### config.mk
export PLATFORM = sky130hd
export DESIGN_NAME = battery_charge_state_monitor
export DESIGN_NICKNAME = d
export VERILOG_FILES = /design/src/hw/rtl/bcsm_pkg.sv /design/src/hw/rtl/bcsm_curve_rom.sv /design/src/hw/rtl/bcsm_state_mem.sv /design/src/hw/rtl/bcsm_scale.sv /design/src/hw/rtl/battery_charge_state_monitor.sv
export SDC_FILE = /design/constraint.sdc
export NUM_CORES = 1
export LEC_CHECK = 0
export BUFFER_PORTS_ARGS = -buffer_cell sky130_fd_sc_hd__buf_4
export CORE_ASPECT_RATIO = 1.5
export CORE_UTILIZATION = 58
export CTS_CLUSTER_DIAMETER = 50
export DETAILED_ROUTE_END_ITERATION = 12
export GPL_TIMING_DRIVEN = 0
export HOLD_SLACK_MARGIN = 0.05
export PLACE_DENSITY = 0.78
export SLEW_MARGIN = 20
export SYNTH_ARGS = -nofsm -noshare
export SYNTH_HDL_FRONTEND = slang
export SYNTH_HIERARCHICAL = 1
export SYNTH_SLANG_ARGS = --single-unit
### constraint.sdc
create_clock -name clk -period 7.1 [get_ports clk]
set_clock_uncertainty 0.15 [all_clocks]
set_input_delay 0 -clock clk [delete_from_list [all_inputs] [get_ports clk]]
set_output_delay 0 -clock clk [all_outputs]
set_load 0.02 [all_outputs]
### src/hw/rtl/bcsm_pkg.sv
// ----------------------------------------------------------------------------
// bcsm_pkg
// Shared types and constants of the battery charge state monitor: state
// codes, charger status codes, register indexes and the discharge curve.
// ----------------------------------------------------------------------------
package bcsm_pkg;

	localparam int CURVE_LEN = 102;

	// monitor state codes
	localparam logic [2:0] ST_DISCHARGING = 3'd0;
	localparam logic [2:0] ST_CHARGING    = 3'd1;
	localparam logic [2:0] ST_CHARGED     = 3'd2;
	localparam logic [2:0] ST_LOW         = 3'd3;
	localparam logic [2:0] ST_FAIL        = 3'd4;

	// charger status codes
	localparam logic [2:0] CHG_READ_FAIL = 3'd0;
	localparam logic [2:0] CHG_READY     = 3'd1;
	localparam logic [2:0] CHG_CHARGING  = 3'd2;
	localparam logic [2:0] CHG_CHARGED   = 3'd3;
	localparam logic [2:0] CHG_FAULT     = 3'd4;

	// configuration register indexes
	localparam logic [1:0] REG_SCALE_GAIN    = 2'd0;
	localparam logic [1:0] REG_SCALE_DIVISOR = 2'd1;
	localparam logic [1:0] REG_LOW_INDEX     = 2'd2;
	localparam logic [1:0] REG_SHUTOFF_MV    = 2'd3;

	localparam logic [6:0]  ON_CHARGER_LEVEL   = 7'd101;
	localparam logic [6:0]  PERCENT_MAX        = 7'd100;
	localparam logic [6:0]  LOW_INDEX_MAX      = 7'd97;
	localparam logic [16:0] FAIL_HYSTERESIS_MV = 17'd50;
	localparam logic [15:0] VOLT_SAT           = 16'hFFFF;

	typedef struct packed {
		logic [2:0] state;
		logic [6:0] held_level;
	} state_rec_t;

	localparam state_rec_t STATE_RESET = '{state: ST_DISCHARGING, held_level: ON_CHARGER_LEVEL};

	localparam logic [15:0] CURVE_MV [CURVE_LEN] = '{
		16'd3000,
		16'd3000, 16'd3269, 16'd3368, 16'd3437, 16'd3493, 16'd3536, 16'd3568, 16'd3596,
		16'd3621, 16'd3636, 16'd3655, 16'd3659, 16'd3662, 16'd3666, 16'd3669, 16'd3672,
		16'd3675, 16'd3678, 16'd3681, 16'd3684, 16'd3688, 16'd3691, 16'd3695, 16'd3698,
		16'd3702, 16'd3706, 16'd3710, 16'd3714, 16'd3718, 16'd3722, 16'd3725, 16'd3729,
		16'd3733, 16'd3737, 16'd3740, 16'd3744, 16'd3747, 16'd3751, 16'd3754, 16'd3757,
		16'd3760, 16'd3763, 16'd3765, 16'd3768, 16'd3771, 16'd3773, 16'd3776, 16'd3778,
		16'd3780, 16'd3783, 16'd3785, 16'd3788, 16'd3790, 16'd3793, 16'd3796, 16'd3798,
		16'd3801, 16'd3805, 16'd3808, 16'd3811, 16'd3815, 16'd3819, 16'd3823, 16'd3827,
		16'd3832, 16'd3836, 16'd3841, 16'd3846, 16'd3852, 16'd3857, 16'd3863, 16'd3868,
		16'd3874, 16'd3880, 16'd3886, 16'd3893, 16'd3899, 16'd3905, 16'd3911, 16'd3917,
		16'd3923, 16'd3929, 16'd3935, 16'd3941, 16'd3947, 16'd3953, 16'd3958, 16'd3964,
		16'd3969, 16'd3975, 16'd3981, 16'd3986, 16'd3993, 16'd3999, 16'd4006, 16'd4014,
		16'd4022, 16'd4031, 16'd4042, 16'd4050,
		16'hFFFF
	};

	function automatic logic [15:0] curve_at(input logic [6:0] addr);
		logic [15:0] val;
		val = VOLT_SAT;
		if (int'(addr) < CURVE_LEN) begin
			val = CURVE_MV[addr];
		end
		return val;
	endfunction

endpackage

### src/hw/rtl/bcsm_curve_rom.sv
// ----------------------------------------------------------------------------
// bcsm_curve_rom
// Discharge curve ROM, one registered read per cycle.
// ----------------------------------------------------------------------------
module bcsm_curve_rom
	import bcsm_pkg::*;
(
	input  logic        clk,
	input  logic [6:0]  addr,
	output logic [15:0] data
);

	logic [15:0] data_q;

	always_ff @(posedge clk) begin
		data_q <= curve_at(addr);
	end

	assign data = data_q;

endmodule

### src/hw/rtl/bcsm_state_mem.sv
// ----------------------------------------------------------------------------
// bcsm_state_mem
// Single-entry state memory holding the monitor state and held level.
// Synchronous registered read; reads the reset record until written.
// ----------------------------------------------------------------------------
module bcsm_state_mem
	import bcsm_pkg::*;
(
	input  logic       clk,
	input  logic       arst_n,
	input  logic       re,
	input  logic       we,
	input  state_rec_t wdata,
	output state_rec_t rdata
);

	state_rec_t mem_q [1];
	state_rec_t rdata_q;
	logic       vld_q;

	always_ff @(posedge clk or negedge arst_n) begin
		if (!arst_n) begin
			vld_q <= 1'b0;
		end else if (we) begin
			vld_q <= 1'b1;
		end
	end

	always_ff @(posedge clk) begin
		if (we) begin
			mem_q[0] <= wdata;
		end
		if (re) begin
			rdata_q <= vld_q ? mem_q[0] : STATE_RESET;
		end
	end

	assign rdata = rdata_q;

endmodule

### src/hw/rtl/bcsm_scale.sv
// ----------------------------------------------------------------------------
// bcsm_scale
// ADC count to millivolts: count * gain / divisor, saturated to 16 bits.
// A multiply step, a saturation check, then a 16-step restoring divider.
// ----------------------------------------------------------------------------
module bcsm_scale
	import bcsm_pkg::*;
(
	input  logic        clk,
	input  logic        arst_n,
	input  logic        start,
	input  logic [12:0] adc_count,
	input  logic [19:0] gain,
	input  logic [19:0] divisor,
	output logic        done,
	output logic [15:0] voltage
);

	typedef enum logic [3:0] {
		SC_IDLE = 4'b0001,
		SC_MUL  = 4'b0010,
		SC_CHK  = 4'b0100,
		SC_DIV  = 4'b1000
	} sc_state_t;

	sc_state_t   st_q;
	logic [11:0] mag_q;
	logic [19:0] gain_q;
	logic [19:0] div_q;
	logic [31:0] prod_q;
	logic [19:0] rem_q;
	logic [15:0] quo_q;
	logic [3:0]  cnt_q;
	logic        done_q;

	logic [20:0] rem_sh;
	logic        qbit;
	logic        sat;

	assign rem_sh = {rem_q, quo_q[15]};
	assign qbit   = rem_sh >= {1'b0, div_q};
	assign sat    = {4'd0, prod_q[31:16]} >= div_q;

	always_ff @(posedge clk or negedge arst_n) begin
		if (!arst_n) begin
			st_q   <= SC_IDLE;
			cnt_q  <= '0;
			done_q <= 1'b0;
		end else begin
			case (st_q)
				SC_IDLE: begin
					done_q <= 1'b0;
					if (start) begin
						st_q <= SC_MUL;
					end
				end
				SC_MUL: begin
					done_q <= 1'b0;
					st_q   <= SC_CHK;
				end
				SC_CHK: begin
					cnt_q  <= '0;
					done_q <= sat;
					if (sat) begin
						st_q <= SC_IDLE;
					end else begin
						st_q <= SC_DIV;
					end
				end
				SC_DIV: begin
					cnt_q  <= cnt_q + 4'd1;
					done_q <= (cnt_q == 4'd15);
					if (cnt_q == 4'd15) begin
						st_q <= SC_IDLE;
					end
				end
				default: begin
					done_q <= 1'b0;
					st_q   <= SC_IDLE;
				end
			endcase
		end
	end

	always_ff @(posedge clk) begin
		case (st_q)
			SC_IDLE: begin
				if (start) begin
					// negative counts read as zero volts
					mag_q  <= adc_count[12] ? 12'd0 : adc_count[11:0];
					gain_q <= gain;
					div_q  <= (divisor == 20'd0) ? 20'd1 : divisor;
				end
			end
			SC_MUL: begin
				prod_q <= 32'(mag_q * gain_q);
			end
			SC_CHK: begin
				if (sat) begin
					quo_q <= VOLT_SAT;
				end else begin
					rem_q <= {4'd0, prod_q[31:16]};
					quo_q <= prod_q[15:0];
				end
			end
			SC_DIV: begin
				rem_q <= qbit ? 20'(rem_sh - {1'b0, div_q}) : rem_sh[19:0];
				quo_q <= {quo_q[14:0], qbit};
			end
			default: begin
			end
		endcase
	end

	assign done    = done_q;
	assign voltage = quo_q;

endmodule

### src/hw/rtl/battery_charge_state_monitor.sv
// ----------------------------------------------------------------------------
// battery_charge_state_monitor
// Converts a battery ADC sample to millivolts and percent, and runs the
// charge state machine whose state and held level live in a state memory.
//
//  group   dir  beat contents
//  s_*     in   adc_count, charger_status, charger_connected
//  m_*     out  battery_state, voltage_mv, percent_remaining, reported_level,
//               level_changed, charger_present
//  cfg_*   in   register write: scale_gain, scale_divisor, low_index, shutoff_mv
//
// One beat at a time: the 16-step divider (skipped on saturation) plus the
// curve walk, one ROM entry per cycle, dominate the time from accept to
// result. A new beat is taken while a result waits in the output register;
// the update stalls only if that register is still full. Reset is
// asynchronous; state memory reads discharging, level 101 until first
// written.
// ----------------------------------------------------------------------------
module battery_charge_state_monitor
	import bcsm_pkg::*;
#(
	parameter int TABLE_ENTRIES = 102
) (
	input  logic        clk,
	input  logic        arst_n,
	input  logic        s_tvalid,
	output logic        s_tready,
	// [12:0] adc_count, [15:13] charger_status, [16] charger_connected
	input  logic [23:0] s_tdata,
	output logic        m_tvalid,
	input  logic        m_tready,
	// [2:0] battery_state, [18:3] voltage_mv, [25:19] percent_remaining,
	// [32:26] reported_level, [33] level_changed, [34] charger_present
	output logic [39:0] m_tdata,
	input  logic        cfg_we,
	input  logic [1:0]  cfg_index,
	input  logic [19:0] cfg_wdata
);

	localparam int         SEARCH_LIMIT = (TABLE_ENTRIES < CURVE_LEN) ? TABLE_ENTRIES : CURVE_LEN;
	localparam logic [6:0] LIMIT_IDX    = 7'(SEARCH_LIMIT);

	typedef enum logic [5:0] {
		T_IDLE  = 6'b000001,
		T_SCALE = 6'b000010,
		T_SRCH0 = 6'b000100,
		T_SRCH  = 6'b001000,
		T_LOWRD = 6'b010000,
		T_UPD   = 6'b100000
	} top_state_t;

	top_state_t  st_q;
	logic [19:0] scale_gain_q;
	logic [19:0] scale_divisor_q;
	logic [6:0]  low_index_q;
	logic [15:0] shutoff_mv_q;

	logic [2:0]  status_q;
	logic        connected_q;
	logic [15:0] volt_q;
	logic [6:0]  cmp_idx_q;
	logic [6:0]  pct_q;
	logic        m_tvalid_q;
	logic [39:0] m_tdata_q;

	logic        accept;
	logic        scale_done;
	logic [15:0] scale_volt;
	logic [6:0]  rom_addr;
	logic [15:0] rom_data;
	logic        mem_re;
	logic        mem_we;
	state_rec_t  mem_rd;
	state_rec_t  mem_wr;
	logic        upd_go;

	logic [6:0]  lo;
	logic        en;
	logic        present;
	logic [15:0] v;
	logic [6:0]  p_n;
	logic [6:0]  held_n;
	logic [2:0]  next_st;
	logic        changed;

	assign s_tready = (st_q == T_IDLE);
	assign accept   = s_tvalid && s_tready;
	assign mem_re   = accept;
	assign upd_go   = (st_q == T_UPD) && (!m_tvalid_q || m_tready);
	assign mem_we   = upd_go;

	// configuration
	always_ff @(posedge clk or negedge arst_n) begin
		if (!arst_n) begin
			scale_gain_q    <= 20'd7200;
			scale_divisor_q <= 20'd4096;
			low_index_q     <= 7'd2;
			shutoff_mv_q    <= 16'd2600;
		end else if (cfg_we) begin
			case (cfg_index)
				REG_SCALE_GAIN:    scale_gain_q    <= cfg_wdata;
				REG_SCALE_DIVISOR: scale_divisor_q <= cfg_wdata;
				REG_LOW_INDEX:     low_index_q     <= cfg_wdata[6:0];
				REG_SHUTOFF_MV:    shutoff_mv_q    <= cfg_wdata[15:0];
				default: begin
				end
			endcase
		end
	end

	bcsm_scale u_scale (
		.clk       (clk),
		.arst_n    (arst_n),
		.start     (accept),
		.adc_count (s_tdata[12:0]),
		.gain      (scale_gain_q),
		.divisor   (scale_divisor_q),
		.done      (scale_done),
		.voltage   (scale_volt)
	);

	bcsm_curve_rom u_rom (
		.clk  (clk),
		.addr (rom_addr),
		.data (rom_data)
	);

	bcsm_state_mem u_mem (
		.clk    (clk),
		.arst_n (arst_n),
		.re     (mem_re),
		.we     (mem_we),
		.wdata  (mem_wr),
		.rdata  (mem_rd)
	);

	assign lo = (low_index_q > LOW_INDEX_MAX) ? LOW_INDEX_MAX : low_index_q;

	always_comb begin
		case (st_q)
			T_SRCH:  rom_addr = cmp_idx_q + 7'd1;
			T_LOWRD: rom_addr = lo;
			T_UPD:   rom_addr = lo;
			default: rom_addr = 7'd0;
		endcase
	end

	// control
	always_ff @(posedge clk or negedge arst_n) begin
		if (!arst_n) begin
			st_q       <= T_IDLE;
			m_tvalid_q <= 1'b0;
		end else begin
			if (upd_go) begin
				m_tvalid_q <= 1'b1;
			end else if (m_tvalid_q && m_tready) begin
				m_tvalid_q <= 1'b0;
			end
			case (st_q)
				T_IDLE: begin
					if (accept) begin
						st_q <= T_SCALE;
					end
				end
				T_SCALE: begin
					if (scale_done) begin
						st_q <= T_SRCH0;
					end
				end
				T_SRCH0: begin
					st_q <= T_SRCH;
				end
				T_SRCH: begin
					if (cmp_idx_q >= LIMIT_IDX || rom_data >= volt_q) begin
						st_q <= T_LOWRD;
					end
				end
				T_LOWRD: begin
					st_q <= T_UPD;
				end
				T_UPD: begin
					if (upd_go) begin
						st_q <= T_IDLE;
					end
				end
				default: begin
					st_q <= T_IDLE;
				end
			endcase
		end
	end

	// datapath
	always_ff @(posedge clk) begin
		if (accept) begin
			status_q    <= s_tdata[15:13];
			connected_q <= s_tdata[16];
		end
		if (st_q == T_SCALE && scale_done) begin
			volt_q <= scale_volt;
		end
		if (st_q == T_SRCH0) begin
			cmp_idx_q <= 7'd0;
		end
		if (st_q == T_SRCH) begin
			if (cmp_idx_q >= LIMIT_IDX || rom_data >= volt_q) begin
				pct_q <= (cmp_idx_q > PERCENT_MAX) ? PERCENT_MAX : cmp_idx_q;
			end else begin
				cmp_idx_q <= cmp_idx_q + 7'd1;
			end
		end
		if (upd_go) begin
			m_tdata_q <= {5'd0, present, changed, held_n, p_n, v, next_st};
		end
	end

	// state update, rom_data holds curve[lo] here
	always_comb begin
		en      = (status_q == CHG_CHARGING) || (status_q == CHG_CHARGED);
		present = en ? 1'b1 : connected_q;
		v       = volt_q;
		if (status_q == CHG_READ_FAIL || status_q == CHG_FAULT) begin
			v = 16'd0;
		end
		p_n     = pct_q;
		held_n  = mem_rd.held_level;
		changed = 1'b0;
		next_st = ST_DISCHARGING;
		case (mem_rd.state)
			ST_DISCHARGING: begin
				if (v <= shutoff_mv_q) begin
					p_n     = lo + 7'd1;
					next_st = ST_FAIL;
				end else if (v <= rom_data) begin
					next_st = ST_LOW;
				end else if (en) begin
					next_st = ST_CHARGING;
				end else begin
					if (pct_q < mem_rd.held_level) begin
						held_n  = pct_q;
						changed = 1'b1;
					end else begin
						p_n = mem_rd.held_level;
					end
					next_st = ST_DISCHARGING;
				end
			end
			ST_CHARGING: begin
				if (pct_q >= mem_rd.held_level) begin
					held_n  = ON_CHARGER_LEVEL;
					changed = 1'b1;
				end
				if (en) begin
					if (status_q == CHG_CHARGED) begin
						held_n  = ON_CHARGER_LEVEL;
						p_n     = PERCENT_MAX;
						next_st = ST_CHARGED;
					end else begin
						next_st = ST_CHARGING;
					end
				end else begin
					next_st = ST_DISCHARGING;
				end
			end
			ST_CHARGED: begin
				held_n  = ON_CHARGER_LEVEL;
				p_n     = PERCENT_MAX;
				next_st = en ? ST_CHARGED : ST_DISCHARGING;
			end
			ST_LOW: begin
				if (en) begin
					held_n  = pct_q;
					next_st = ST_CHARGING;
				end else if ({1'b0, pct_q} > ({1'b0, lo} + 8'd2)) begin
					held_n  = pct_q;
					next_st = ST_DISCHARGING;
				end else begin
					p_n     = lo;
					next_st = ST_LOW;
				end
			end
			ST_FAIL: begin
				if ({1'b0, v} > ({1'b0, shutoff_mv_q} + FAIL_HYSTERESIS_MV)) begin
					held_n  = pct_q;
					next_st = ST_DISCHARGING;
				end else begin
					p_n = en ? PERCENT_MAX : (lo + 7'd1);
					if (p_n != mem_rd.held_level) begin
						held_n  = p_n;
						changed = 1'b1;
					end
					next_st = ST_FAIL;
				end
			end
			default: begin
				held_n  = pct_q;
				next_st = ST_DISCHARGING;
			end
		endcase
		mem_wr.state      = next_st;
		mem_wr.held_level = held_n;
	end

	assign m_tvalid = m_tvalid_q;
	assign m_tdata  = m_tdata_q;

	a_mem_no_overlap: assert property (@(posedge clk) disable iff (!arst_n)
		!(mem_re && mem_we))
		else $error("state memory read and write in the same cycle");

	a_scale_done_in_scale: assert property (@(posedge clk) disable iff (!arst_n)
		scale_done |-> (st_q == T_SCALE))
		else $error("scale result arrived outside the scale wait");

	a_pct_range: assert property (@(posedge clk) disable iff (!arst_n)
		m_tvalid |-> (m_tdata[25:19] <= PERCENT_MAX && m_tdata[32:26] <= ON_CHARGER_LEVEL))
		else $error("percent or reported level out of range");

	a_upd_fills_out: assert property (@(posedge clk) disable iff (!arst_n)
		upd_go |=> m_tvalid)
		else $error("update did not load the output register");

endmodule

After elaboration in Yosys (flattened, before gate mapping)
Memory sizes are Yosys's and may differ from the RTL's. A register that Yosys moved wholly into a read port is not among the register bits.
Index checks and enable logic that the tools add are counted.
W data, S select, Z words.
{"block": "word_totals", "ram_bits": 10, "register_bits": 269, "latchBits": 0, "output_inout_bits": 42, "word_cells": 168, "rom_bits": 2048, "n_memories": 2, "inputBits": 51}
{"block": "op_classes", "n_addsub": 6, "reduce_logical": 27, "shifts": 0, "n_eq_ne": 29, "multipliers": 1, "n_div": 0, "muxes": 66, "bitwise_logic": 1, "n_lt_le_gt_ge": 13}
{"name": "(no name shown)", "words": 128, "word_bits": 16, "read_ports": 1, "rd_ports_with_merged_regs": 1, "wr": 0, "line": "bcsm_pkg.sv:65", "text": "val = CURVE_MV[addr];"}
{"name": "u_mem.mem_q", "words": 1, "word_bits": 10, "read_ports": 1, "rd_ports_with_merged_regs": 1, "wr": 1, "line": "bcsm_state_mem.sv:17", "text": "state_rec_t mem_q [1];"}
{"cell": "$mux W7", "n": 24}
{"cell": "$pmux W7 S5", "n": 2}
{"cell": "$mux W20", "n": 2}
{"cell": "$pmux W20 S2", "n": 1}
{"cell": "$pmux W6 S6", "n": 1}
{"cell": "$le A16 B16 Y1", "n": 2}
{"cell": "$mul A12 B20 Y32", "n": 1}
{"cell": "$mux W16", "n": 2}
{"cell": "$pmux W16 S2", "n": 1}
{"cell": "$mux W6", "n": 4}
{"cell": "$ge A21 B20 Y1", "n": 1}
{"cell": "$ge A16 B20 Y1", "n": 1}
{"cell": "$logic_not A20 Y1", "n": 1}
{"cell": "$sub A20 B20 Y20", "n": 1}
{"cell": "$add A16 B6 Y17 const B", "n": 1}
{"cell": "$gt A16 B17 Y1", "n": 1}
{"cell": "$ge A16 B16 Y1", "n": 1}
{"cell": "$pmux W4 S4", "n": 1}
{"cell": "$reduce_and A2 Y1", "n": 8}
{"cell": "$pmux W3 S5", "n": 1}
{"cell": "$add A7 B1 Y7 const B", "n": 2}
{"cell": "$gt A7 B7 Y1 const B", "n": 2}
{"cell": "$pmux W7 S2", "n": 1}
{"cell": "$eq A3 B2 Y1 const B", "n": 4}
{"cell": "40 further kinds", "n": 77}

Depth between registers and ports, before layout
Gate-level depths: netlist of run 1.
{"block": "depth", "ltp_word": 8, "mapped_depth": 21, "mapped_depth_nobuf": 20}

Modules after synthesis
The synthesis of run 1 kept the hierarchy.
{"mod": "bcsm_scale", "seq_area_each_um2": 3829.9, "area_each_um2": 13870.8, "n_inst": 1, "cells_each": 1431}
{"mod": "battery_charge_state_monitor", "seq_area_each_um2": 3767.4, "area_each_um2": 8478.1, "n_inst": 1, "cells_each": 794}
{"mod": "bcsm_curve_rom", "seq_area_each_um2": 240.2, "area_each_um2": 1629.1, "n_inst": 1, "cells_each": 225}
{"mod": "bcsm_state_mem", "seq_area_each_um2": 625.6, "area_each_um2": 706.9, "n_inst": 1, "cells_each": 33}

Least setup slack after synthesis of run 1
OpenSTA, ideal clock, no wires.
{"block": "synth_timing", "path_kind": "register to register", "start": "register, netlist name st_q[4]", "end": "register u_scale.div_q[0] (enable)", "n_path_buf": 1, "path_stages_with_launch": 7, "required_ns": 6.356, "path_slack_ns": -0.275, "synth_period_minus_slack_ns": 7.375, "setup_ns": 0.594, "arrival_ns": 6.631, "path_cell_list": "dfrtp_1 > clkbuf_1 > nor2_1 > and4b_1 > and2_1 > nand2_1 > nor4_1"}
{"element": "end signal: assignment", "line": "bcsm_scale.sv:92", "text": "div_q <= (divisor == 20'd0) ? 20'd1 : divisor;"}
{"element": "end: declaration", "line": "bcsm_scale.sv:29", "text": "logic [19:0] div_q;"}

Worst setup path after layout of run 1
{"block": "layout_timing", "start": "register u_scale.mag_q[5]", "end": "register u_scale.prod_q[30] (data pin)"}
{"block": "layout_between", "elab_chain_len": 1}
{"element": "start: declaration", "line": "bcsm_scale.sv:27", "text": "logic [11:0] mag_q;"}
{"element": "start signal: assignment", "line": "bcsm_scale.sv:90", "text": "mag_q <= adc_count[12] ? 12'd0 : adc_count[11:0];"}
{"element": "$mul A12 B20 Y32", "line": "bcsm_scale.sv:96", "text": "prod_q <= 32'(mag_q * gain_q);"}
{"element": "end signal: assignment", "line": "bcsm_scale.sv:96"}
{"element": "end: declaration", "line": "bcsm_scale.sv:30", "text": "logic [31:0] prod_q;"}
Every way passes these cells.
A chain may end at the register's enable or synchronous reset.

==> results of run 1 <==
-- flip-flops by register name (all words and copies together) (netlist names), 16 cells and up --
name / flops
u_scale/gain_q: 20
volt_q: 16
u_scale/voltage: 16
u_scale/prod_q: 32
m_tdata: 35
shutoff_mv_q: 16
scale_gain_q: 20
u_scale/div_q: 20
scale_divisor_q: 20
u_scale/rem_q: 20
-- worst max-delay path, cell delays in order, from the launching register on --
cell       delay (ps)
edfxtp_1          350
clkbuf_1          590
nand2_1           180
fa_1              570
inv_1              60
fa_1              420
fa_1              510
fa_1              500
inv_1              60
fa_1              540
inv_1              50
ha_1              350
a21oi_1           170
nor3b_1           290
a21oi_1           300
o211ai_1          380
a211oi_1          140
a2111oi_0         400
o21bai_1          130
xor2_1            150
-- synth_stat cells, types with 29 or more instances --
cell      number  area (sq um)
dfrtp_1       68          1700
ha_1         199          2490
xnor2_1       51           447
o21ai_0       85           425
nand4_1       29           181
clkbuf_1      93           349
mux2_2        64           721
a21o_1        35           263
edfxtp_1     202          6070
a21oi_1      100           500
and2_1        94           588
nand3_1       85           425
fa_1         181          3620
nor2b_1       44           275
inv_1        309          1160
nor2_1        97           364
nand2_1      296          1110
-- placed cells by master (no fill, tap or decap), types with 29 or more instances in the layout --
cell	synthesis	layout
nor2b_1	44	44
fa_1	181	181
inv_1	309	309
clkbuf_1	93	97
mux2_2	64	64
dfrtp_1	68	68
nand2_1	296	296
edfxtp_1	202	202
nand3_1	85	85
a21o_1	35	35
o21ai_0	85	85
buf_4	16	100
clkbuf_16	0	35
xnor2_1	51	51
a21oi_1	100	100
ha_1	199	199
nor2_1	97	95
dlygate4sd3_1	0	51
and2_1	94	94
nand4_1	29	29
-- logic make-up after synthesis --
logic type | after synthesis
simple gates | 773
buf+inv | 450
compound gates | 432
fa+ha+maj | 380
flops | 301
mux | 79
xor+xnor | 66
other cells | 2
-- final cells by class --
class / count / area (sq um)
plain buffers: 139 / 671
diodes: 1 / 2.50
multi-input cells: 1736 / 14500
fillers: 3318 / 14200
inverters: 311 / 1170
flip-flops and latches: 301 / 8460
clock buffers: 46 / 987
well taps: 564 / 706
repair buffers: 142 / 1210
clock inverters: 14 / 131
-- metrics by stage --
step	cell area [sq um]	setup WS, ps	std cells	hold WS, ps
after floorplan	24700	1730	2487	-446
after global placement	26000	87.0	3131	19.4
after detailed placement	26200	632	3142	28.6
after CTS	27800	616	3252	97.3
after global routing	27800	319	3253	131
final	27800	573	3254	131
-- how the worst max path moves through the flow --
stage                         end  slack [ps]  cells after the start
2_1_floorplan  u_scale/prod_q[30]        1730                     21
3_3_place_gp     u_scale/mag_q[0]          90                      6
3_5_place_dp   u_scale/prod_q[30]         630                     19
4_1_cts        u_scale/prod_q[30]         620                     19
5_1_grt        u_scale/prod_q[30]         320                     19
6_report       u_scale/prod_q[30]         570                     19
-- routing by layer --
metal	vias up	part of all wire [%]	global-route usage, %
li1	8826	-	-
met1	9596	36	33.8
met2	830	52	59.4
met3	291	5.3	4.24
met4	0	7.0	21.5
met5	-	0	0
-- what timing repair did --
item,in CTS,in global routing
hold endpoints to repair,153,23
buffers inserted,0,0
hold buffers,50,1
==> metrics.txt, run 1 <==
routed vias/inst=6.01; r2r setup slk=570 ps; fin util=66.2%; Simple-Gate Fraction of Synth Area=15.6%; mux cell area share after synthesis=3.53%; synth warn=6; final wirelength=67700 um; CTS buffer count=34; Final Hold Viols=0; Layout area overhead=12.6%; Starting Density=58.8%; hpwl dp=52700 um; Mapped Cells=2483; post-synthesis xor/xnor area fraction=2.34%; routed vias=19500; Max FO, Critical Path=10; Most used DFF post-synth=edfxtp_1; die extent in y=255 um; Synth Area per Inst=9.94 sq um; Arr. time, crit path=6650 ps; final antenna-violating net count=0; Final nets=3096; HP Class=in2reg; crit path launch type=flop; root buf cell=clkbuf_16; async set or reset register ratio after synthesis=26.6%; TritonCTS clock tree=yes; Crit Reg-Reg Endpoint=u_scale/prod_q[30]; Placement Rows=92; hold depth=3; Worst slew margin=22.5%; Syn Std Cell Area=24700 sq um; Tcrit/Tclk final=91.9%; initial antenna violation count=1; Worst R2R Start=u_scale/mag_q[5]; largest family of logic cells by synthesized area=adder cells; number of global-route vias before repair=20600; Setup Crit Path Kind=reg2reg; post-synthesis compound-gate area fraction=12.0%; Die W=170 um; max-cap violation count=0; largest net degree at the start of global routing=81; I/O Pins=93; crit path capture type=flop; Final Setup Violations=0; cts repair resizes=0; Synth Register Bits=301; Hold Crit Start=cfg_wdata[19]; Final Critical Period=6530 ps; WP data required=7220 ps; R2R depth=19; clk buf depth=3; H-Tree Depth=2; GRT overflow=0; first drt pass iteration count=8; Worst Hold Path EP=scale_gain_q[19]; wire per inst=20.8 um; RSZ-0062 raised after global routing=false; Max Slew Vio Count=0; GPL Wtd Cong=0.974; post-synth cell types=111; sequential area share after synthesis=34.3%; Port Buffers=80; iteration-0 DRC count of the detailed router=1428; CTS sink cnt=301; clock slew at reported path FFs=60 ps; Worst Tran Pin Value=1160 ps; full die area=43400 sq um; number of flops mapped to enable cells by yosys=202; # DRC=0; outcome=finished, final reports clean; Clock Latency Late Sink=530 ps; Core Area=42000 sq um; setup_tns=0 ps; first-pass GRT wire length=106000 um; total track usage=32.1%; layout cells sized above 1=12.1%; Synth Area in Adders=24.8%; Max Freq=153 MHz; Worst Setup SP=u_scale/mag_q[5]
Power of run 1 is not shown: default switching activity piles up to over one toggle a cycle in this logic, so the estimate is an artifact.
==> run 2, diff against run 1 <==
Settings changed: CORE_UTILIZATION 58 to 64, GPL_TIMING_DRIVEN 0 to default, PLACE_DENSITY 0.78 to 0.82.
Clock period 7.1 ns to 6.05 ns, I/O delays scaled along.
==> metrics.txt, run 2 (synthesis gave the netlist of run 1 again) <==
largest net degree at the start of global routing=81 (unchanged); Crit Reg-Reg Endpoint=u_scale/prod_q[30] (unchanged); Die W=162 um (was 170 um); Worst slew margin=37.4% (was 22.5%); layout cells sized above 1=12.9% (was 12.1%); CTS buffer count=35 (was 34); Final Critical Period=5880 ps (was 6530 ps); die extent in y=243 um (was 255 um); full die area=39400 sq um (was 43400 sq um); Arr. time, crit path=6020 ps (was 6650 ps); Largest Register=m_tdata (unchanged); commonest non-fill, non-tap cell in the layout=inv_1 (unchanged); top flop regs=m_tdata x35, u_scale/prod_q x32 (unchanged); Layout area overhead=12.1% (was 12.6%); root buf cell=clkbuf_16 (unchanged); final wirelength=62900 um (was 67700 um); r2r setup slk=170 ps (was 570 ps); HP Class=in2reg (unchanged); most frequent cells in the layout=309 x inv_1, 296 x nand2_1, 202 x edfxtp_1, 199 x ha_1, 181 x fa_1 (unchanged); Setup crit end=u_scale/prod_q[30] (unchanged); WP data required=6190 ps (was 7220 ps); Clock Latency Late Sink=540 ps (was 530 ps); Starting Density=65.4% (was 58.8%); max-cap violation count=0 (unchanged); setup_tns=0 ps (unchanged); Setup Crit Path Kind=reg2reg (unchanged); cell mode on critical path=fa_1 (unchanged); Core Area=37800 sq um (was 42000 sq um); Post-Place Worst Slack=171 ps (was 632 ps); Max FO, Critical Path=11 (was 10); first drt pass iteration count=6 (was 8); outcome=finished, final reports clean (unchanged); clk buf depth=3 (unchanged); initial antenna violation count=0 (was 1); Final Hold Viols=0 (unchanged); number of global-route vias before repair=19800 (was 20600); Worst R2R Start=u_scale/mag_q[7] (was u_scale/mag_q[5]); Max Freq=170 MHz (was 153 MHz); Crit-path slowest cell=edfxtp_1 (was clkbuf_1); H-Tree Depth=2 (unchanged); R2R depth=19 (unchanged); max reg flops=35 (unchanged); Max Slew Vio Count=0 (unchanged); iteration-0 DRC count of the detailed router=1740 (was 1428); crit path capture type=flop (unchanged); clock slew at reported path FFs=60 ps (about the same); crit path launch type=flop (unchanged); # DRC=0 (unchanged); Final nets=3020 (was 3096); RSZ-0062 raised after global routing=false (unchanged); GRT overflow=0 (unchanged); wire per inst=20.3 um (was 20.8 um); total track usage=32.7% (was 32.1%); Worst Setup SP=u_scale/mag_q[7] (was u_scale/mag_q[5]); Placement Rows=87 (was 92); GPL Wtd Cong=0.964 (was 0.974); CTS sink cnt=301 (unchanged); first-pass GRT wire length=101000 um (was 106000 um); Port Buffers=80 (unchanged); multi-input logic area=14500 sq um (about the same); CP peak stage delay=620 ps (was 590 ps); ant diodes=0 (was 1); Tcrit/Tclk final=97.2% (was 91.9%); Worst Tran Pin Value=939 ps (was 1160 ps); routed vias/inst=6.11 (was 6.01); Final Setup Violations=0 (unchanged); FILL cells=2596 (was 3318); final antenna-violating net count=0 (unchanged); TritonCTS clock tree=yes (unchanged); Sequential Area=8460 sq um (unchanged); I/O Pins=93 (unchanged); hpwl dp=47400 um (was 52700 um); CP Cell Sequence=buf_12 > nand2_1 > fa_1 > inv_1 > fa_1 > fa_1 > fa_1 > inv_1 > fa_1 > inv_1 > ha_1 > a21o_1 > a21oi_1 > o21ai_0 > a21oi_1 > a211oi_1 > a2111oi_0 > o21bai_1 > xor2_1 (was clkbuf_1 > nand2_1 > fa_1 > inv_1 > fa_1 > fa_1 > fa_1 > inv_1 > fa_1 > inv_1 > ha_1 > a21oi_1 > nor3b_1 > a21oi_1 > o211ai_1 > a211oi_1 > a2111oi_0 > o21bai_1 > xor2_1); routed vias=19000 (was 19500); worst setup margin=172 ps (was 573 ps)
## run 2: changes by cell type in the layout (fill, tap and decap cells not counted), sizes merged
| cell | previous run | this run |
|---|---|---|
| diode | 1 | 0 |
| clkbuf | 142 | 42 |
| inv | 317 | 313 |
| bufinv | 0 | 2 |
| buf | 134 | 138 |
| dlygate4sd3 | 51 | 66 |
| clkinv | 6 | 16 |
## run 2: repair_timing
item | CTS | global route
buffers inserted | 0 | 10
resized for setup | 0 | 2
hold buffers | 64 | 2
endpoints found under the hold margin | 168 | 49
setup endpoints to repair | 0 | 4
## run 2: how the worst min path moves through the flow
stage | startpoint | endpoint | slack, ps | cells after the start
floorplan | arst_n | low_index_q[0] | -450 | 0
global placement | s_tvalid | st_q[0] | 20 | 2
detailed placement | s_tdata[16] | connected_q | 30 | 1
CTS | cfg_wdata[17] | scale_divisor_q[17] | 100 | 3
global route | cfg_wdata[18] | scale_gain_q[18] | 130 | 3
finish | cfg_wdata[16] | scale_divisor_q[16] | 120 | 3
## run 2: final cells by class
class                   instances  area share, %
clock inverters                22          0.823
repair buffers                204           6.34
multi-input cells            1736           52.3
flip-flops and latches        301           30.6
inverters                     311           4.22
well taps                     489           2.21
clock buffers                  42           3.48
## run 2: routing by layer
metal  vias to the layer above  share of wire [%]  global-route usage, %  wire length (um)
li1                       8684                  -                      -                 -
met1                      9239                 36                   36.4             22800
met2                       796                 52                   59.8             33000
met3                       253                5.5                   4.13              3430
met4                         0                5.8                   17.3              3650
met5                         -                  0                      0                 0
## run 2: through the flow
step                utilization, %  instance area [sq um]  hold WS, ps  std cells
detailed placement            68.0                  25700         31.0       2964
CTS                           72.9                  27500         98.1       3092
floorplan                        -                  24700         -446       2487
global placement              68.0                  25700         16.9       2964
finish                        73.2                  27700          122       3105
global route                  73.2                  27700          130       3105
## run 2: critical path: cells and delay by family (launching register included)
family / cells / cell delay (ps)
buffers and inverters: 4 / 350
XOR/XNOR: 1 / 150
adder cells (fa/ha/maj): 6 / 2900
flip-flops: 1 / 620
AND/OR/NAND/NOR: 1 / 80
AO/OA/AOI/OAI: 7 / 1370
Power of run 2 is left out for the same reason.
